<file path="src/design/stt_pkg.sv">
// Package: shared types, codes and character tests for the source text tokenizer.
package stt_pkg;

  typedef enum logic [3:0] {
    MODE_IDLE  = 4'd0,
    MODE_SLASH = 4'd1,
    MODE_WORD  = 4'd2,
    MODE_INT   = 4'd3,
    MODE_FRAC  = 4'd4,
    MODE_STR   = 4'd5,
    MODE_ESC   = 4'd6,
    MODE_LINE  = 4'd7,
    MODE_BLOCK = 4'd8,
    MODE_BSTAR = 4'd9
  } scan_mode_t;

  localparam logic [3:0] CLS_WORD    = 4'd0;
  localparam logic [3:0] CLS_NUM     = 4'd1;
  localparam logic [3:0] CLS_STR     = 4'd2;
  localparam logic [3:0] CLS_LPAREN  = 4'd3;
  localparam logic [3:0] CLS_RPAREN  = 4'd4;
  localparam logic [3:0] CLS_LBRACE  = 4'd5;
  localparam logic [3:0] CLS_RBRACE  = 4'd6;
  localparam logic [3:0] CLS_LBRACK  = 4'd7;
  localparam logic [3:0] CLS_RBRACK  = 4'd8;
  localparam logic [3:0] CLS_COMMA   = 4'd9;
  localparam logic [3:0] CLS_SEMI    = 4'd10;
  localparam logic [3:0] CLS_ILLEGAL = 4'd11;
  localparam logic [3:0] CLS_EOF     = 4'd12;

  localparam logic [7:0] CH_NUL    = 8'h00;
  localparam logic [7:0] CH_TAB    = 8'h09;
  localparam logic [7:0] CH_LF     = 8'h0A;
  localparam logic [7:0] CH_CR     = 8'h0D;
  localparam logic [7:0] CH_SPACE  = 8'h20;
  localparam logic [7:0] CH_QUOTE  = 8'h22;
  localparam logic [7:0] CH_LPAREN = 8'h28;
  localparam logic [7:0] CH_RPAREN = 8'h29;
  localparam logic [7:0] CH_STAR   = 8'h2A;
  localparam logic [7:0] CH_COMMA  = 8'h2C;
  localparam logic [7:0] CH_POINT  = 8'h2E;
  localparam logic [7:0] CH_SLASH  = 8'h2F;
  localparam logic [7:0] CH_SEMI   = 8'h3B;
  localparam logic [7:0] CH_LBRACK = 8'h5B;
  localparam logic [7:0] CH_BSLASH = 8'h5C;
  localparam logic [7:0] CH_RBRACK = 8'h5D;
  localparam logic [7:0] CH_UNDER  = 8'h5F;
  localparam logic [7:0] CH_LBRACE = 8'h7B;
  localparam logic [7:0] CH_RBRACE = 8'h7D;

  // one result item
  typedef struct packed {
    logic [3:0] token_class;
    logic [7:0] token_byte;
    logic       has_byte;
    logic       first_of_token;
    logic       last_of_token;
  } tok_res_t;

  // results of one step: count (0..2) and the slots in order
  typedef struct packed {
    logic [1:0] cnt;
    tok_res_t   r0;
    tok_res_t   r1;
  } stt_step_t;

  function automatic logic is_alpha(input logic [7:0] c);
    return (c >= 8'h61 && c <= 8'h7A) || (c >= 8'h41 && c <= 8'h5A) || c == CH_UNDER;
  endfunction

  function automatic logic is_num(input logic [7:0] c);
    return c >= 8'h30 && c <= 8'h39;
  endfunction

  function automatic logic is_op(input logic [7:0] c);
    return c == 8'h2B || c == 8'h2D || c == CH_STAR || c == CH_SLASH || c == 8'h25 ||
           c == 8'h5E || c == 8'h3D || c == 8'h21 || c == 8'h3C || c == 8'h3E ||
           c == 8'h26 || c == 8'h7C;
  endfunction

  function automatic tok_res_t mk_res(input logic [3:0] cls, input logic [7:0] b,
                                      input logic has, input logic first,
                                      input logic last);
    tok_res_t r;
    r.token_class    = cls;
    r.token_byte     = b;
    r.has_byte       = has;
    r.first_of_token = first;
    r.last_of_token  = last;
    return r;
  endfunction

endpackage

</file>
<file path="src/design/stt_if.sv">
// Interfaces: text input channel and token output channel.
interface stt_text_if;
  logic       valid;
  logic       ready;
  logic [7:0] text_byte;
  logic       end_of_text;
  modport source (output valid, text_byte, end_of_text, input ready);
  modport sink (input valid, text_byte, end_of_text, output ready);
endinterface

interface stt_token_if;
  logic       valid;
  logic       ready;
  logic [3:0] token_class;
  logic [7:0] token_byte;
  logic       has_byte;
  logic       first_of_token;
  logic       last_of_token;
  modport source (output valid, token_class, token_byte, has_byte, first_of_token,
                  last_of_token, input ready);
  modport sink (input valid, token_class, token_byte, has_byte, first_of_token,
                last_of_token, output ready);
endinterface

</file>
<file path="src/design/source_text_tokenizer_top.sv">
// Top level of the source text tokenizer: scanner core and result queue.
//
//   channel    dir  payload                                         transfer when
//   text_in    in   text_byte[7:0], end_of_text                     valid && ready
//   token_out  out  token_class[3:0], token_byte[7:0], has_byte,    valid && ready
//                   first_of_token, last_of_token
//
// One byte is taken per cycle while ready is high; the step logic turns it into zero,
// one or two results in the same cycle and writes them into a four-entry result
// queue. The output side sends one result a cycle while token_out.ready is high,
// so bytes that yield two results (token close plus new one-byte token, or flush
// plus eof) go out in turn. text_in.ready is high while the queue has room for two
// results, so input is taken while earlier results still wait; a stalled output
// fills the queue and holds input off. Reset is synchronous; no clearing pass.
module source_text_tokenizer_top
  import stt_pkg::*;
(
  input logic         clk,
  input logic         rst,
  stt_text_if.sink    text_in,
  stt_token_if.source token_out
);

  stt_step_t step_res;
  tok_res_t  head_res;
  logic      room;
  logic      step;

  // a byte transfer both updates the scan state and pushes its results
  assign text_in.ready = room;
  assign step          = text_in.valid && room;

  stt_core u_core (
    .clk         (clk),
    .rst         (rst),
    .step        (step),
    .text_byte   (text_in.text_byte),
    .end_of_text (text_in.end_of_text),
    .res         (step_res)
  );

  stt_outq u_outq (
    .clk       (clk),
    .rst       (rst),
    .push      (step),
    .push_res  (step_res),
    .room      (room),
    .out_valid (token_out.valid),
    .out_ready (token_out.ready),
    .out_res   (head_res)
  );

  assign token_out.token_class    = head_res.token_class;
  assign token_out.token_byte     = head_res.token_byte;
  assign token_out.has_byte       = head_res.has_byte;
  assign token_out.first_of_token = head_res.first_of_token;
  assign token_out.last_of_token  = head_res.last_of_token;

endmodule

</file>
<file path="src/design/stt_core.sv">
// Scanner core: scan state registers and the per-byte step logic.
module stt_core
  import stt_pkg::*;
(
  input  logic       clk,
  input  logic       rst,
  input  logic       step,
  input  logic [7:0] text_byte,
  input  logic       end_of_text,
  output stt_step_t  res
);

  scan_mode_t scan_mode, scan_mode_next;
  logic [7:0] held_char, held_char_next;
  logic [3:0] held_kind, held_kind_next;
  logic       held_is_first, held_is_first_next;
  logic       held_present, held_present_next;
  logic       string_awaits_first, string_awaits_first_next;

  always_ff @(posedge clk) begin
    if (rst) begin
      scan_mode           <= MODE_IDLE;
      held_char           <= '0;
      held_kind           <= '0;
      held_is_first       <= 1'b0;
      held_present        <= 1'b0;
      string_awaits_first <= 1'b0;
    end else if (step) begin
      scan_mode           <= scan_mode_next;
      held_char           <= held_char_next;
      held_kind           <= held_kind_next;
      held_is_first       <= held_is_first_next;
      held_present        <= held_present_next;
      string_awaits_first <= string_awaits_first_next;
    end
  end

  logic       word_char;
  logic       do_eoc, ext;
  scan_mode_t ext_mode;
  logic       do_strchar, do_begin;
  logic [3:0] single_cls;
  logic       is_single;
  tok_res_t   slot0, slot1, nr;
  logic [1:0] n;
  logic       emit_now;

  assign word_char = is_alpha(text_byte) || is_num(text_byte) || is_op(text_byte);

  always_comb begin
    is_single  = 1'b1;
    single_cls = CLS_ILLEGAL;
    case (text_byte)
      CH_LPAREN: single_cls = CLS_LPAREN;
      CH_RPAREN: single_cls = CLS_RPAREN;
      CH_LBRACE: single_cls = CLS_LBRACE;
      CH_RBRACE: single_cls = CLS_RBRACE;
      CH_LBRACK: single_cls = CLS_LBRACK;
      CH_RBRACK: single_cls = CLS_RBRACK;
      CH_COMMA:  single_cls = CLS_COMMA;
      CH_SEMI:   single_cls = CLS_SEMI;
      default:   is_single = 1'b0;
    endcase
  end

  // Results go into slot0 then slot1; each stage below emits at most once.
  always_comb begin
    scan_mode_next           = scan_mode;
    held_char_next           = held_char;
    held_kind_next           = held_kind;
    held_is_first_next       = held_is_first;
    held_present_next        = held_present;
    string_awaits_first_next = string_awaits_first;
    slot0      = '0;
    slot1      = '0;
    n          = 2'd0;
    do_eoc     = 1'b0;
    ext        = 1'b0;
    ext_mode   = MODE_WORD;
    do_strchar = 1'b0;
    do_begin   = 1'b0;
    nr         = '0;
    emit_now   = 1'b0;

    if (end_of_text || text_byte == CH_NUL) begin
      if (held_present) begin
        slot0 = mk_res(held_kind, held_char, 1'b1, held_is_first, 1'b1);
        n     = 2'd1;
      end else if ((scan_mode == MODE_STR || scan_mode == MODE_ESC) &&
                   string_awaits_first) begin
        slot0 = mk_res(CLS_STR, CH_NUL, 1'b0, 1'b1, 1'b1);
        n     = 2'd1;
      end
      if (n == 2'd0) slot0 = mk_res(CLS_EOF, CH_NUL, 1'b0, 1'b1, 1'b1);
      else           slot1 = mk_res(CLS_EOF, CH_NUL, 1'b0, 1'b1, 1'b1);
      n = n + 2'd1;
      scan_mode_next           = MODE_IDLE;
      held_char_next           = '0;
      held_kind_next           = '0;
      held_is_first_next       = 1'b0;
      held_present_next        = 1'b0;
      string_awaits_first_next = 1'b0;
    end else begin
      case (scan_mode)
        MODE_SLASH: begin
          if (text_byte == CH_SLASH) begin
            held_present_next = 1'b0;
            scan_mode_next    = MODE_LINE;
          end else if (text_byte == CH_STAR) begin
            held_present_next = 1'b0;
            scan_mode_next    = MODE_BLOCK;
          end else begin
            do_eoc = 1'b1;
            ext    = word_char;
          end
        end
        MODE_WORD: begin
          do_eoc = 1'b1;
          ext    = word_char;
        end
        MODE_INT: begin
          do_eoc = 1'b1;
          if (text_byte == CH_POINT) begin
            ext      = 1'b1;
            ext_mode = MODE_FRAC;
          end else begin
            ext      = is_num(text_byte);
            ext_mode = MODE_INT;
          end
        end
        MODE_FRAC: begin
          do_eoc   = 1'b1;
          ext      = is_num(text_byte);
          ext_mode = MODE_FRAC;
        end
        MODE_STR: begin
          if (text_byte == CH_QUOTE) begin
            if (held_present) begin
              slot0 = mk_res(held_kind, held_char, 1'b1, held_is_first, 1'b1);
              n     = 2'd1;
              held_present_next = 1'b0;
            end else if (string_awaits_first) begin
              slot0 = mk_res(CLS_STR, CH_NUL, 1'b0, 1'b1, 1'b1);
              n     = 2'd1;
            end
            string_awaits_first_next = 1'b0;
            scan_mode_next           = MODE_IDLE;
          end else begin
            do_strchar = 1'b1;
            if (text_byte == CH_BSLASH) scan_mode_next = MODE_ESC;
          end
        end
        MODE_ESC: begin
          do_strchar     = 1'b1;
          scan_mode_next = MODE_STR;
        end
        MODE_LINE: begin
          if (text_byte == CH_LF) scan_mode_next = MODE_IDLE;
        end
        MODE_BLOCK: begin
          if (text_byte == CH_STAR) scan_mode_next = MODE_BSTAR;
        end
        MODE_BSTAR: begin
          if (text_byte == CH_SLASH) scan_mode_next = MODE_IDLE;
          else if (text_byte != CH_STAR) scan_mode_next = MODE_BLOCK;
        end
        default: begin
          held_present_next = 1'b0;
          do_begin          = 1'b1;
        end
      endcase

      // extend the held token, or close it and restart on this byte
      if (do_eoc) begin
        if (held_present) begin
          slot0 = mk_res(held_kind, held_char, 1'b1, held_is_first, !ext);
          n     = 2'd1;
        end
        if (ext) begin
          held_char_next     = text_byte;
          held_is_first_next = 1'b0;
          held_present_next  = 1'b1;
          scan_mode_next     = ext_mode;
        end else begin
          held_present_next = 1'b0;
          do_begin          = 1'b1;
        end
      end

      if (do_strchar) begin
        if (held_present) begin
          slot0 = mk_res(held_kind, held_char, 1'b1, held_is_first, 1'b0);
          n     = 2'd1;
        end
        held_char_next           = text_byte;
        held_kind_next           = CLS_STR;
        held_is_first_next       = string_awaits_first;
        held_present_next        = 1'b1;
        string_awaits_first_next = 1'b0;
      end

      // start of a new token on this byte
      if (do_begin) begin
        scan_mode_next = MODE_IDLE;
        if (text_byte == CH_SPACE || text_byte == CH_TAB || text_byte == CH_LF ||
            text_byte == CH_CR) begin
          scan_mode_next = MODE_IDLE;
        end else if (is_single) begin
          nr       = mk_res(single_cls, text_byte, 1'b1, 1'b1, 1'b1);
          emit_now = 1'b1;
        end else if (text_byte == CH_QUOTE) begin
          scan_mode_next           = MODE_STR;
          string_awaits_first_next = 1'b1;
        end else if (text_byte == CH_SLASH) begin
          scan_mode_next     = MODE_SLASH;
          held_char_next     = text_byte;
          held_kind_next     = CLS_WORD;
          held_is_first_next = 1'b1;
          held_present_next  = 1'b1;
        end else if (is_alpha(text_byte) || is_op(text_byte)) begin
          scan_mode_next     = MODE_WORD;
          held_char_next     = text_byte;
          held_kind_next     = CLS_WORD;
          held_is_first_next = 1'b1;
          held_present_next  = 1'b1;
        end else if (is_num(text_byte)) begin
          scan_mode_next     = MODE_INT;
          held_char_next     = text_byte;
          held_kind_next     = CLS_NUM;
          held_is_first_next = 1'b1;
          held_present_next  = 1'b1;
        end else begin
          nr       = mk_res(CLS_ILLEGAL, text_byte, 1'b1, 1'b1, 1'b1);
          emit_now = 1'b1;
        end
        if (emit_now) begin
          if (n == 2'd0) slot0 = nr;
          else           slot1 = nr;
          n = n + 2'd1;
        end
      end
    end

    res.cnt = n;
    res.r0  = slot0;
    res.r1  = slot1;
  end

endmodule

</file>
<file path="src/design/stt_outq.sv">
// Result queue: four entries, takes up to two results a cycle while it has room, sends one while out_ready is high.
module stt_outq
  import stt_pkg::*;
(
  input  logic      clk,
  input  logic      rst,
  input  logic      push,
  input  stt_step_t push_res,
  output logic      room,
  output logic      out_valid,
  input  logic      out_ready,
  output tok_res_t  out_res
);

  tok_res_t   mem [4];
  logic [1:0] head, tail;
  logic [2:0] count;
  logic [1:0] push_cnt;
  logic       pop;

  assign push_cnt  = push ? push_res.cnt : 2'd0;
  assign room      = count <= 3'd2;
  assign out_valid = count != 3'd0;
  assign pop       = out_valid && out_ready;
  assign out_res   = mem[head];

  always_ff @(posedge clk) begin
    if (rst) begin
      head  <= '0;
      tail  <= '0;
      count <= '0;
    end else begin
      head  <= head + {1'b0, pop};
      tail  <= tail + push_cnt;
      count <= count + {1'b0, push_cnt} - {2'b00, pop};
    end
  end

  always_ff @(posedge clk) begin
    if (push_cnt != 2'd0) mem[tail] <= push_res.r0;
    if (push_cnt == 2'd2) mem[tail + 2'd1] <= push_res.r1;
  end

endmodule
</file>
<file path="src/flat_wrapper.sv">
// flat-port wrapper written by rule: the top's interface ports become plain ports
module source_text_tokenizer_top_flat import stt_pkg::*;
  (clk, rst, text_in_valid, text_in_text_byte, text_in_end_of_text, text_in_ready, token_out_valid, token_out_token_class, token_out_token_byte, token_out_has_byte, token_out_first_of_token, token_out_last_of_token, token_out_ready);
  stt_text_if text_in_i ();
  stt_token_if token_out_i ();
  input logic clk;
  input logic rst;
  input wire logic [$bits(text_in_i.valid)-1:0] text_in_valid;
  input wire logic [$bits(text_in_i.text_byte)-1:0] text_in_text_byte;
  input wire logic [$bits(text_in_i.end_of_text)-1:0] text_in_end_of_text;
  output wire logic [$bits(text_in_i.ready)-1:0] text_in_ready;
  output wire logic [$bits(token_out_i.valid)-1:0] token_out_valid;
  output wire logic [$bits(token_out_i.token_class)-1:0] token_out_token_class;
  output wire logic [$bits(token_out_i.token_byte)-1:0] token_out_token_byte;
  output wire logic [$bits(token_out_i.has_byte)-1:0] token_out_has_byte;
  output wire logic [$bits(token_out_i.first_of_token)-1:0] token_out_first_of_token;
  output wire logic [$bits(token_out_i.last_of_token)-1:0] token_out_last_of_token;
  input wire logic [$bits(token_out_i.ready)-1:0] token_out_ready;
  assign text_in_i.valid = text_in_valid;
  assign text_in_i.text_byte = text_in_text_byte;
  assign text_in_i.end_of_text = text_in_end_of_text;
  assign text_in_ready = text_in_i.ready;
  assign token_out_valid = token_out_i.valid;
  assign token_out_token_class = token_out_i.token_class;
  assign token_out_token_byte = token_out_i.token_byte;
  assign token_out_has_byte = token_out_i.has_byte;
  assign token_out_first_of_token = token_out_i.first_of_token;
  assign token_out_last_of_token = token_out_i.last_of_token;
  assign token_out_i.ready = token_out_ready;
  source_text_tokenizer_top u_core (.clk(clk), .rst(rst), .text_in(text_in_i), .token_out(token_out_i));
endmodule
</file>
<file path="config.mk">
export PLATFORM = sky130hd
export DESIGN_NAME = source_text_tokenizer_top_flat
export DESIGN_NICKNAME = d
export VERILOG_FILES = /design/src/design/stt_pkg.sv /design/src/design/stt_if.sv /design/src/design/source_text_tokenizer_top.sv /design/src/design/stt_core.sv /design/src/design/stt_outq.sv /design/src/flat_wrapper.sv
export SDC_FILE = /design/constraint.sdc
export NUM_CORES = 1
export LEC_CHECK = 0
export BUFFER_PORTS_ARGS = -buffer_cell sky130_fd_sc_hd__buf_2
export CAP_MARGIN = 20
export CELL_PAD_IN_SITES_DETAIL_PLACEMENT = 0
export CELL_PAD_IN_SITES_GLOBAL_PLACEMENT = 2
export CORE_UTILIZATION = 43
export DETAILED_ROUTE_END_ITERATION = 16
export PLACE_DENSITY_LB_ADDON = 0.1
export SLEW_MARGIN = 20
export SYNTH_ARGS = -nofsm -noshare
export SYNTH_HDL_FRONTEND = slang
export SYNTH_SLANG_ARGS = --single-unit
</file>
<file path="constraint.sdc">
create_clock -name clk -period 9.23 [get_ports clk]
set_input_delay 1.3845 -clock clk [delete_from_list [all_inputs] [get_ports clk]]
set_output_delay 1.3845 -clock clk [all_outputs]
set_load 0.05 [all_outputs]
</file>
# Yosys cells after proc, flatten, opt, wreduce, memory -nomap -nowiden
# Memory sizes are Yosys's and may differ from the RTL's. A register that Yosys moved wholly into a read port is not among the register bits.
# Index checks and enable logic that the tools add are counted.
dict set report word_totals {
  memories 1
  ram_bits 60
  elab_cells 248
  input_bits 13
  output_inout_bits 17
  register_bits 26
}
dict set report classes {
  n_lt_le_gt_ge 7
  eq_ne 39
  n_reduce_logical 37
  n_mux 148
  add_sub_neg 7
}
# memory depth word_bits read_ports rd_clocked_by_memory_dff wr line_no
set mem_list {}
lappend mem_list {u_core.u_outq.mem 4 15 1 1 2 stt_outq.sv:15} ;# tok_res_t mem [4];
# operator n
set op_table {}
lappend op_table {{15-bit 2-to-1 mux} 24}
lappend op_table {{8-bit by 6-bit == test with 1-bit output, second input constant} 17}
lappend op_table {{8-bit 2-to-1 mux} 11}
lappend op_table {{4-bit 2-to-1 mux} 21}
lappend op_table {{1-bit 2-to-1 mux} 65}
lappend op_table {{8-bit by 7-bit == test with 1-bit output, second input constant} 8}
lappend op_table {{4-bit one-hot mux with 8 select lines} 1}
lappend op_table {{2-bit 2-to-1 mux} 14}
lappend op_table {{13-bit 2-to-1 mux} 2}
lappend op_table {{8-bit by 4-bit == test with 1-bit output, second input constant} 3}
lappend op_table {{4-bit one-hot mux with 6 select lines} 1}
lappend op_table {{1-bit logical OR} 21}
lappend op_table {{4-bit by 3-bit == test with 1-bit output, second input constant} 4}
lappend op_table {{8-bit by 7-bit greater-or-equal comparator with 1-bit output, second input constant} 2}
lappend op_table {{8-bit by 7-bit less-or-equal comparator with 1-bit output, second input constant} 2}
lappend op_table {{3-bit 2-to-1 mux} 4}
lappend op_table {{9-bit OR reduction} 1}
lappend op_table {{4-bit by 2-bit == test with 1-bit output, second input constant} 2}
lappend op_table {{4-bit == test, second input constant} 2}
lappend op_table {{8-bit by 6-bit greater-or-equal comparator with 1-bit output, second input constant} 1}
lappend op_table {{8-bit by 6-bit less-or-equal comparator with 1-bit output, second input constant} 1}
lappend op_table {{8-bit zero test} 1}
lappend op_table {{8-bit by 6-bit != test with 1-bit output, second input constant} 1}
lappend op_table {{8-bit OR reduction} 1}
lappend op_table {{19 further kinds} 28}

# Longest topological paths before layout
# Gate-level depths: netlist of run 1.
dict set report logic_depth {
  word_depth 29
  ltp_mapped 19
}

# Modules after synthesis
# A second synthesis of run 1 with hierarchy kept.
dict set report hier_totals {
  cells_unflattened 512
  hier_area_um2 5654.2
}
# mod cells_per_inst area_per_inst_um2 seq_area_each_um2 n_inst
set modules_own_cells {}
lappend modules_own_cells {stt_outq 200 3343.2 1941.9 1}
lappend modules_own_cells {stt_core 311 2304.7 380.4 1}
lappend modules_own_cells {source_text_tokenizer_top 1 6.3 0.0 1}

# Least setup slack after synthesis of run 1
# No wires, ideal clock.
dict set report synth_path {
  path_kind {input to register}
  startpoint {in text_in_text_byte[5]}
  endpoint {mem u_core.u_outq.mem[0][0] in the netlist's numbering, enable pin}
  stages 14
  path_slack_ns 4.258
  setup_time_ns 0.362
  t_required_ns 8.868
  arrival_time_ns 4.610
  cell_sequence {buf_2 > or4b_1 > o32ai_1 > or3_1 > buf_2 > nor2_1 > ha_1 > nor2b_1 > nand3_1 > nor3_1 > a21oi_1 > nor3_1 > buf_2 > a211o_1}
}
# element line_no
set synth_lines {}
lappend synth_lines {{start, declared} flat_wrapper.sv:9} ;# input wire logic [$bits(text_in_i.text_byte)-1:0] text_in_text_byte;
lappend synth_lines {{end, declared} stt_outq.sv:15}

# Worst setup path in the final report of run 1
dict set report layout_path {
  startpoint {in text_in_text_byte[0]}
  endpoint {reg u_core.u_outq.count[2]}
}
dict set report layout_via {
  elab_chain_cells 26
  word_cells_on_any_way 96
  cone_classes {add/sub: 3; order compare: 6; eq/ne: 27; mux: 35; reduce/logical: 25}
}
# element line_no
set layout_lines {}
lappend layout_lines {{8-bit by 6-bit == test with 1-bit output} stt_pkg.sv:76} ;# return c == 8'h2B || c == 8'h2D || c == CH_STAR || c == CH_SLASH || c == 8'h25 ||
lappend layout_lines {{1-bit logical OR (5 in a row)} stt_pkg.sv:76}
lappend layout_lines {{1-bit logical OR (5 in a row)} stt_pkg.sv:77} ;# c == 8'h5E || c == 8'h3D || c == 8'h21 || c == 8'h3C || c == 8'h3E ||
lappend layout_lines {{1-bit logical OR} stt_pkg.sv:78} ;# c == 8'h26 || c == 8'h7C;
lappend layout_lines {{1-bit logical OR} stt_core.sv:220} ;# end else if (is_alpha(text_byte) || is_op(text_byte)) begin
lappend layout_lines {{1-bit 2-to-1 mux} stt_core.sv:220}
lappend layout_lines {{1-bit 2-to-1 mux} stt_core.sv:214} ;# end else if (text_byte == CH_SLASH) begin
lappend layout_lines {{1-bit 2-to-1 mux} stt_core.sv:211} ;# end else if (text_byte == CH_QUOTE) begin
lappend layout_lines {{[... 2 more ...]} n/a}
lappend layout_lines {{1-bit 2-to-1 mux} stt_core.sv:203} ;# if (do_begin) begin
lappend layout_lines {{1-bit 2-to-1 mux} stt_core.sv:85} ;# if (end_of_text || text_byte == CH_NUL) begin
lappend layout_lines {{2-bit 2-to-1 mux} stt_core.sv:236} ;# if (emit_now) begin
lappend layout_lines {{2-bit 2-to-1 mux} stt_core.sv:203}
lappend layout_lines {{2-bit 2-to-1 mux (*)} stt_core.sv:85}
lappend layout_lines {{2-bit 2-to-1 mux (*)} stt_outq.sv:21} ;# assign push_cnt = push ? push_res.cnt : 2'd0;
lappend layout_lines {{3-bit by 2-bit adder with 3-bit output (*)} stt_outq.sv:35} ;# count <= count + {1'b0, push_cnt} - {2'b00, pop};
lappend layout_lines {{3-bit by 1-bit subtractor with 3-bit output (*)} stt_outq.sv:35}
lappend layout_lines {{end signal, assigned} stt_outq.sv:35}
lappend layout_lines {{end, declared} stt_outq.sv:17} ;# logic [2:0] count;
# Every way passes the cells marked *; elsewhere a longest branch is shown, timed or not. The select of a mux whose other input is x is not followed.
# A chain may end at the register's enable or synchronous reset.

==> impl_metrics.json, run 1 <==
{
  "die_area_um2": 13220,
  "min_path_type": "reg -> reg",
  "cts_buffer_depth": 2,
  "ys_seq_area_frac": 0.4230,
  "yosysUniqueCellTypes": 75,
  "critPathTopFamily": "simple AND/OR/NAND/NOR gates",
  "worstSetupStartpointType": "input pin",
  "max_cap_viol_count": 0,
  "finalSetupViolCount": 0,
  "root_buffer": "clkbuf_16",
  "cp_slowest_stage_delay_ns": 0.74,
  "synthArstFlopShare": 0,
  "wl_per_cell_um": 21.42,
  "start_util": 0.4496,
  "min_period_ns": 5.427,
  "p_sw_frac": 0.3756,
  "leakage_nw": 2.019,
  "hold_viol_final": 0,
  "power.net_switching_w": 0.0004691,
  "io_buffer_count": 29,
  "cts.clk_slew.worst_paths_ns": 0.06,
  "synth_warnings": 0,
  "p_comb_frac": 0.335,
  "die-width_um": 115.0,
  "layout.cells.non_filler": 730,
  "vias": 4477,
  "crit_path_end_kind": "flip-flop",
  "hpwl_um": 11190,
  "drc": 0,
  "power.share.clock": 0.279,
  "setup_tns_ns": 0,
  "fmax_mhz": 184.3,
  "postCtsHoldBufs": 0,
  "cts-resized-gates": 0,
  "diodes": 0,
  "track_usage": 0.2562,
  "nets": 577,
  "clock-skew-final_ns": 0.01044,
  "maxSlewViolCount": 0,
  "intPower_w": 0.0007797,
  "p_seq_frac": 0.386,
  "netlist.area_leader.share": 0.3282,
  "ant_nets": 0,
  "fin_crit_sh": 0.5880,
  "pin_count": 30,
  "tightest_slew_ns": 1.130,
  "syn-num-nets": 578,
  "timing.slew.headroom": 0.2398,
  "critPathBufInv": 3,
  "grt_antenna_before_repair": 0,
  "cp.required_ns": 9.45,
  "mappedNetlistArea_um2": 5490,
  "post_cts_buffers": 0,
  "first_global_vias": 4396,
  "row_count": 40,
  "core_area_um2": 12210,
  "synth_flop_cell": "edfxtp_1",
  "cts_tree": "done",
  "die_h_um": 115.0,
  "peakVddDrop_uv": 94.57,
  "postRouteWirelength_um": 15640,
  "powerDensity_nw_per_um2": 208.6,
  "first_pass_iters": 5,
  "critPathKind": "in -> reg",
  "gp_congestion": 0.8605,
  "numCtsBuffers": 9,
  "clk_latency_ns": 0.35,
  "synthesis.instances": 558,
  "place_inst": 714,
  "drive_above_1_share": 0.1655,
  "drtIter0Drc": 418,
  "worstPathArrival_ns": 5.65,
  "ys_ff_latch": 86,
  "synth.area.top_cells": "edfxtp_1 33%, dfxtp_1 9.5%, mux4_2 6.2%, o2bb2ai_1 4.0%, nand2_1 3.5%",
  "grt_pass1_wl_um": 25130,
  "yosysTopAreaCell": "edfxtp_1",
  "status": "complete, no violations",
  "filler_cell_count": 1174,
  "clkSinkCount": 86,
  "cp_common_cell": "ha_1",
  "avgSynthCellArea_um2": 9.839,
  "grt_overflow": 0,
  "synth_edf_count": 60,
  "cts-htree-levels": 3,
  "grt_max_degree": 32,
  "rsz0062_at_grt": "false",
  "crit_chain": "buf_2 -> nand2_1 -> o2111ai_1 -> nor4bb_1 -> or3_1 -> nor2_1 -> ha_1 -> a21oi_1 -> a211oi_1 -> inv_1 -> ha_1 -> inv_1 -> ha_1 -> fa_1 -> xor2_1 -> xnor2_1 -> nor2_1",
  "critPathSlowestCell": "nor4bb_1",
  "area_growth_pct": 9.025,
  "cp_max_fo": 31,
  "viasPerCell": 6.133
}
==> layout by cell type, fill, tap and decap left out, drive strengths merged, types with 4 or more instances in the layout <==
master,synthesis,final
o22ai,8,8
a211oi,4,4
clkinv,0,4
o32ai,4,4
buf,18,37
a31oi,6,6
xnor2,5,5
inv,17,19
dfxtp,26,26
mux2i,13,13
or3,8,8
nand2b,9,9
nand3,10,10
a41oi,6,6
and2,6,6
o2bb2ai,27,27
nor2b,15,15
and3,7,7
nor3,17,17
nor2,46,46
nor4,5,5
mux2,5,5
nand2,51,51
clkbuf,31,9
a22o,6,6
edfxtp,60,60
nand4,7,7
mux4,15,15
a21oi,35,35
o21ai,30,30
ha,6,6
or4,5,5
==> flip-flops by register name (all words and copies together) (netlist names) <==
signal                             flops
u_core.u_core.string_awaits_first      1
u_core.u_core.held_kind                4
u_core.u_outq.mem                     60
u_core.u_core.held_is_first            1
u_core.u_outq.tail                     2
u_core.u_outq.head                     2
u_core.u_core.held_char                8
u_core.u_core.held_present             1
u_core.u_core.scan_mode                4
u_core.u_outq.count                    3
==> logic make-up after synthesis <==
logic type,after synthesis,synth area share
DFF,86,0.4230
xor gates and xnor gates,7,0.01117
buffers and inverters,66,0.05059
AOI/OAI and AO/OA,160,0.2104
muxes,33,0.09549
and+or+nand+nor,199,0.1921
adders and majority gates,7,0.01732
==> cells in the mapped netlist, drive strengths merged, types with 7 or more instances <==
master	instances
edfxtp	60
nand2	51
nor2	46
a21oi	35
clkbuf	31
o21ai	30
o2bb2ai	27
dfxtp	26
buf	18
inv	17
nor3	17
mux4	15
nor2b	15
mux2i	13
nand3	10
nand2b	9
o22ai	8
or3	8
and3	7
nand4	7
==> metal layers <==
metal / vias up / GRT usage / routed length (um)
met3: 24 / 0.03637 / 626
met2: 129 / 0.4273 / 7549
li1: 2144 / - / -
met5: - / 0 / 0
met4: 0 / 0.09437 / 352
met1: 2180 / 0.3393 / 7110
==> power by group through the flow <==
stage,Sequential (W),Combinational (W),Clock (W)
floorplan,0.000476,0.000340,0
global placement,0.000489,0.000422,0
detailed placement,0.000491,0.000422,0
CTS,0.000482,0.000423,0.000354
global route,0.000487,0.000456,0.000368
finish,0.000482,0.000419,0.000348
==> metrics by stage <==
step | hold WS (ns) | worst slack, ns | util | instance area, um2 | total power [W]
after floorplan | 0.4163 | 4.258 | - | 5490 | 0.0008169
after global placement | 0.4322 | 3.499 | 0.4669 | 5702 | 0.0009105
after detailed placement | 0.4452 | 3.422 | 0.4669 | 5702 | 0.0009123
after CTS | 0.4612 | 3.767 | 0.4902 | 5986 | 0.001259
after global routing | 0.4824 | 3.396 | 0.4902 | 5986 | 0.001311
final | 0.4529 | 3.803 | 0.4902 | 5986 | 0.001249
==> worst reg2reg max path, stage by stage (launching register included) <==
cell,delay (ns)
dfxtp_1,0.72
nor2b_1,0.36
nor2b_1,0.36
nand3_1,0.17
a21o_1,0.31
inv_2,0.14
ha_1,0.25
nor2b_1,0.16
nand3_1,0.09
nor3_1,0.25
a21oi_1,0.26
nand2b_1,0.45
o22ai_2,0.49
o2bb2ai_1,0.18
==> final cells by class <==
type | count | area, um2 | area share
clock buffers | 9 | 225.2 | 0.03763
clock inverters | 7 | 58.81 | 0.009824
inverters | 17 | 63.81 | 0.01066
multi-input cells | 406 | 2900 | 0.4845
flip-flops and latches | 86 | 2322 | 0.3880
well taps | 168 | 210.2 | 0.03512
repair buffers | 37 | 205.2 | 0.03428
==> worst paths after layout <==
kind                                             startpoint                           to  slack, ns  cells after the start
worst max-delay path                   text_in_text_byte[0]       u_core.u_outq.count[2]       3.80                     17
worst min-delay path            u_core.u_core.held_is_first  u_core.u_core.held_is_first       0.45                      2
worst max register to register   u_core.u_core.scan_mode[2]     u_core.u_outq.mem[1][10]       4.88                     13
worst min register to register  u_core.u_core.held_is_first  u_core.u_core.held_is_first       0.45                      2
(Power assumes the default switching activity.)
==> run 2, diff against run 1 <==
--- a/config.mk
+++ b/config.mk
@@ -9,7 +9,7 @@
 export CAP_MARGIN = 20
 export CELL_PAD_IN_SITES_DETAIL_PLACEMENT = 0
 export CELL_PAD_IN_SITES_GLOBAL_PLACEMENT = 2
-export CORE_UTILIZATION = 43
+export CORE_UTILIZATION = 40
 export DETAILED_ROUTE_END_ITERATION = 16
 export PLACE_DENSITY_LB_ADDON = 0.1
 export SLEW_MARGIN = 20
==> constraint.sdc (replaced) <==
create_clock -name clk -period 5.2 [get_ports clk]
set_input_delay 0.78 -clock clk [delete_from_list [all_inputs] [get_ports clk]]
set_output_delay 0.78 -clock clk [all_outputs]
set_load 0.05 [all_outputs]
==> run 2 against run 1 <==
Compared with the run above: clock skew down 0.0011 ns; via count up 1.7%; flip-flop and latch count unchanged; utilization down 2.6 points; design area up 3.1%; clock power up 100%; routed wire length up 2.9%; largest power group unchanged.
==> impl_metrics.json, run 2 (same netlist as run 1, synthesis figures left out) <==
{
  "root_buffer": "clkbuf_16",
  "worstSetupStartpointType": "input pin",
  "io_buffer_count": 29,
  "cts_buffer_depth": 2,
  "track_usage": 0.2327,
  "clk_latency_ns": 0.34,
  "finalSetupViolCount": 0,
  "critPathKind": "in -> reg",
  "vias": 4553,
  "peakVddDrop_uv": 197.6,
  "worstPathArrival_ns": 4.66,
  "crit_chain": "buf_2 -> nand2_1 -> o2111ai_1 -> nor4bb_1 -> or3_1 -> nor2_1 -> ha_1 -> a21oi_1 -> a211oi_1 -> inv_1 -> ha_1 -> inv_1 -> ha_1 -> fa_1 -> xor2_1 -> xnor2_1 -> nor2_1",
  "gp_congestion": 0.8464,
  "top_register": "u_core.u_outq.mem",
  "min_period_ns": 4.436,
  "largestRegisters": "u_core.u_outq.mem x60, u_core.u_core.held_char x8",
  "core_area_um2": 13300,
  "clock-skew-final_ns": 0.009310,
  "leakage_nw": 2.120,
  "largest_reg_flops": 60,
  "hpwl_um": 11890,
  "crit_path_end_kind": "flip-flop",
  "cp.required_ns": 5.42,
  "die_area_um2": 14200,
  "grt_pass1_wl_um": 25000,
  "wl_per_cell_um": 21.32,
  "postRouteWirelength_um": 16100,
  "area_growth_pct": 12.37,
  "most-common-layout-cells": "60 x edfxtp_1, 51 x nand2_1, 46 x nor2_1",
  "grt_util_met2": 0.3790,
  "cts-htree-levels": 3,
  "rsz0062_at_grt": "false",
  "fin_hold_ws_ns": 0.4482,
  "tightest_slew_ns": 1.009,
  "setup_tns_ns": 0,
  "critPathTopFamily": "simple AND/OR/NAND/NOR gates",
  "grt_antenna_before_repair": 0,
  "min_path_type": "reg -> reg",
  "powerDensity_nw_per_um2": 375.2,
  "nets": 594,
  "drc": 0,
  "die_h_um": 119.2,
  "cts_tree": "done",
  "cts-resized-gates": 0,
  "grt_overflow": 0,
  "cts.clk_slew.worst_paths_ns": 0.07,
  "ant_nets": 0,
  "die-width_um": 119.2,
  "postCtsHoldBufs": 0,
  "post_cts_buffers": 0,
  "row_count": 42,
  "clkSinkCount": 86,
  "hold_viol_final": 0,
  "max_cap_viol_count": 0,
  "start_util": 0.4129,
  "maxSlewViolCount": 0,
  "postLayoutCoreUtil": 0.4641,
  "drive_above_1_share": 0.1917,
  "timing.slew.headroom": 0.3208,
  "critPathSlowestCell": "nor4bb_1",
  "fmax_mhz": 225.4,
  "first_global_vias": 4466,
  "cp_common_cell": "ha_1",
  "use_met3": 0.04023,
  "pin_count": 30,
  "fin_crit_sh": 0.8530,
  "multiInputGateArea_um2": 2900,
  "regArea_um2": 2323,
  "grt_max_degree": 32,
  "cp_max_fo": 31,
  "met1_usage": 0.3043,
  "grt.busiest_layer": "met2",
  "first_pass_iters": 5,
  "diodes": 0,
  "final_common_cell": "edfxtp_1",
  "critPathBufInv": 3,
  "viasPerCell": 6.030,
  "drtIter0Drc": 336,
  "filler_cell_count": 1273,
  "cp_slowest_stage_delay_ns": 0.54,
  "numCtsBuffers": 9,
  "status": "complete, no violations"
}
run 2: worst reg2reg max path, delay by kind of cell (launching register included):
| family | cells | cell delay, ns |
|---|---|---|
| fa+ha+maj | 1 | 0.25 |
| simple gates | 7 | 1.64 |
| buf+inv | 2 | 0.36 |
| flops | 1 | 0.72 |
| compound gates | 2 | 0.49 |
| mux | 1 | 0.35 |
run 2: final cells by class:
class,count,area share
clock inverter,7,0.01683
clock buffer,9,0.03650
tap,176,0.03569
multi-input combinational,406,0.4701
timing repair buffer,54,0.05394
inverter,17,0.01034
sequential,86,0.3766
run 2: where the power goes:
group	leakage [nW]	total (W)	internal [W]	switching, W
Clock	0.154	0.000710	0.000427	0.000283
Combinational	1.20	0.000717	0.000243	0.000474
Sequential	0.761	0.000887	0.000814	0.0000737
Total	2.12	0.00231	0.00148	0.000831
run 2: per-stage QoR:
stage	worst slack (ns)	cells	total power (W)	instance area, um2
final	0.7642	755	0.002315	6170
after global routing	0.4506	755	0.002410	6170
after detailed placement	0.4210	739	0.001628	5839
after floorplan	0.8322	558	0.001450	5490
after CTS	0.7738	755	0.002331	6168
after global placement	0.5405	739	0.001620	5839
run 2: metal layers:
metal  routed length [um]  vias up  part of all wire
li1                     -     2174                 -
met1                 7328     2212              0.46
met2                 7572      136              0.47
met3                  689       31             0.043
met4                  507        0             0.031
met5                    0        -                 0
run 2: path summary, 6_finish.rpt:
| path | start | endpoint | slack (ns) | cells after the start |
|---|---|---|---|---|
| worst max-delay path | text_in_text_byte[0] | u_core.u_outq.count[2] | 0.76 | 17 |
| worst min-delay path | u_core.u_core.held_is_first | u_core.u_core.held_is_first | 0.45 | 2 |
| worst max register to register | u_core.u_core.scan_mode[2] | u_core.u_outq.mem[0][0] | 1.16 | 13 |
| worst min register to register | u_core.u_core.held_is_first | u_core.u_core.held_is_first | 0.45 | 2 |
==> run 3, diff against run 2 <==
--- a/config.mk
+++ b/config.mk
@@ -12,6 +12,7 @@
 export CORE_UTILIZATION = 40
 export DETAILED_ROUTE_END_ITERATION = 16
 export PLACE_DENSITY_LB_ADDON = 0.1
+export REMOVE_ABC_BUFFERS = 1
 export SLEW_MARGIN = 20
 export SYNTH_ARGS = -nofsm -noshare
 export SYNTH_HDL_FRONTEND = slang
==> run 3 against run 2 <==
Compared with the run above: fmax rose by 2.7%; sequential power fell by 3.7%; global-route usage rose by 0.22 points; register-to-register slack got worse by 0.02 ns; clock power fell by 9.3%; non-clock buffer count fell by 1; routed wire length barely moved; critical path type unchanged; largest cell class unchanged; highest routed layer unchanged.
==> impl_metrics.json, run 3 (same netlist as run 1, synthesis figures left out) <==
{
  "grt_max_degree": 32,
  "fin_hold_ws_ns": 0.4661,
  "worstSetupStartpointType": "input pin",
  "io_buffer_count": 29,
  "tightest_slew_ns": 0.8512,
  "cp_max_fo": 28,
  "nets": 593,
  "regToRegSetupSlack_ns": 1.14,
  "largest_reg_flops": 60,
  "min_from": "u_core.u_core.held_is_first",
  "r2r_start": "u_core.u_core.scan_mode[2]",
  "final_cell_area_um2": 6150,
  "core_area_um2": 13300,
  "post_cts_buffers": 0,
  "drive_above_1_share": 0.1886,
  "most-common-layout-cells": "60 x edfxtp_1, 51 x nand2_1, 46 x nor2_1",
  "viasPerCell": 6.085,
  "grt_antenna_before_repair": 0,
  "postCtsHoldBufs": 0,
  "clock-skew-final_ns": 0.009677,
  "start_util": 0.4129,
  "crit_start": "text_in_text_byte[3]",
  "final_common_cell": "edfxtp_1",
  "die_area_um2": 14200,
  "hold_viol_final": 0,
  "numCtsBuffers": 9,
  "cts_buffer_depth": 2,
  "pin_count": 30,
  "vias": 4588,
  "grt_pass1_wl_um": 25020,
  "timing.slew.headroom": 0.4317,
  "diodes": 0,
  "wl_per_cell_um": 21.35,
  "postPlaceCellArea_um2": 5857,
  "drtIter0Drc": 447,
  "layout.cells.non_filler": 754,
  "status": "complete, no violations",
  "ant_nets": 0,
  "fin_crit_sh": 0.8309,
  "r2r_cells": 14,
  "worstReg2RegEnd": "u_core.u_outq.mem[0][8]",
  "powerDensity_nw_per_um2": 367.7,
  "die_h_um": 119.2,
  "crit_path_end_kind": "flip-flop",
  "gp_congestion": 0.8823,
  "top_register": "u_core.u_outq.mem",
  "hpwl_um": 11340,
  "drc": 0,
  "cts-resized-gates": 0,
  "clk_latency_ns": 0.35,
  "first_pass_iters": 5,
  "cts-htree-levels": 3,
  "min_period_ns": 4.321,
  "maxSlewViolCount": 0,
  "track_usage": 0.2349,
  "max_cap_viol_count": 0,
  "min_path_type": "reg -> reg",
  "hold_end": "u_core.u_core.held_is_first",
  "worstPathArrival_ns": 4.55,
  "area_growth_pct": 12.01,
  "root_buffer": "clkbuf_16",
  "first_global_vias": 4318,
  "die-width_um": 119.2,
  "rsz0062_at_grt": "false",
  "peakVddDrop_uv": 175.8,
  "critPathKind": "in -> reg",
  "row_count": 42,
  "fmax_mhz": 231.5,
  "postRouteWirelength_um": 16100,
  "finalSetupViolCount": 0,
  "grt_overflow": 0,
  "place_inst": 738,
  "clkSinkCount": 86,
  "cts.clk_slew.worst_paths_ns": 0.07,
  "cp.required_ns": 5.43,
  "largestRegisters": "u_core.u_outq.mem x60, u_core.u_core.held_char x8",
  "leakage_nw": 2.101,
  "min_path_cells": 2,
  "cts_tree": "done"
}
## run 3: cell types whose count changed in the layout (fill, tap and decap cells not counted), sizes merged
cell | previous run | this run
bufinv | 2 | 0
clkbuf | 9 | 11
buf | 54 | 53
clkinv | 1 | 0
clkinvlp | 2 | 3
## run 3: cell type report
class	count	area, um2
fillers	1301	7146
multi-input cells	406	2900
flip-flops and latches	86	2322
repair buffers	53	350.3
clock buffers	11	252.7
well taps	176	220.2
inverters	17	63.81
clock inverters	5	40.04
## run 3: metrics by stage
step	TNS, ns	total power, W	setup WS, ns	utilization
floorplan	-1.103	0.001424	-0.03943	-
global placement	0	0.001637	0.6449	0.4405
detailed placement	0	0.001639	0.5688	0.4405
CTS	0	0.002276	0.9181	0.4625
global route	0	0.002356	0.5863	0.4625
finish	0	0.002261	0.8795	0.4625
## run 3: worst max-delay path by stage
stage	cells after the start	slack [ns]	to
after floorplan	11	-0.04	u_core.u_outq.mem[0][0]
after global placement	14	0.64	u_core.u_outq.mem[0][4]
after detailed placement	16	0.57	u_core.u_outq.mem[0][8]
after CTS	17	0.92	u_core.u_outq.count[2]
after global routing	15	0.59	u_core.u_outq.mem[1][5]
final	17	0.88	u_core.u_outq.count[2]
## run 3: power breakdown
part	internal, W	total (W)	switching (W)
combinational	0.000254	0.000763	0.000509
clock	0.000354	0.000644	0.000290
sequential	0.000813	0.000854	0.0000412
## run 3: per-layer routing
layer | up-vias | part of all wire | wire [um] | global-route usage
li1 | 2174 | - | - | -
met1 | 2262 | 0.48 | 7658 | 0.3387
met2 | 130 | 0.46 | 7457 | 0.3619
met3 | 22 | 0.040 | 641 | 0.02443
met4 | 0 | 0.021 | 344 | 0.09019
met5 | - | 0 | 0 | 0
## run 3: critical path, stage by stage
cell and delay (ns):
buf_2 0.25, or4_4 0.57, a21oi_2 0.14, nor4bb_1 0.09, or3_1 0.40, buf_4 0.18, a21oi_1 0.32, a21oi_1 0.17
a211oi_1 0.33, inv_1 0.08, ha_1 0.28, inv_1 0.04, ha_1 0.18, fa_1 0.37, xor2_1 0.16, xnor2_1 0.16
nor2_1 0.05
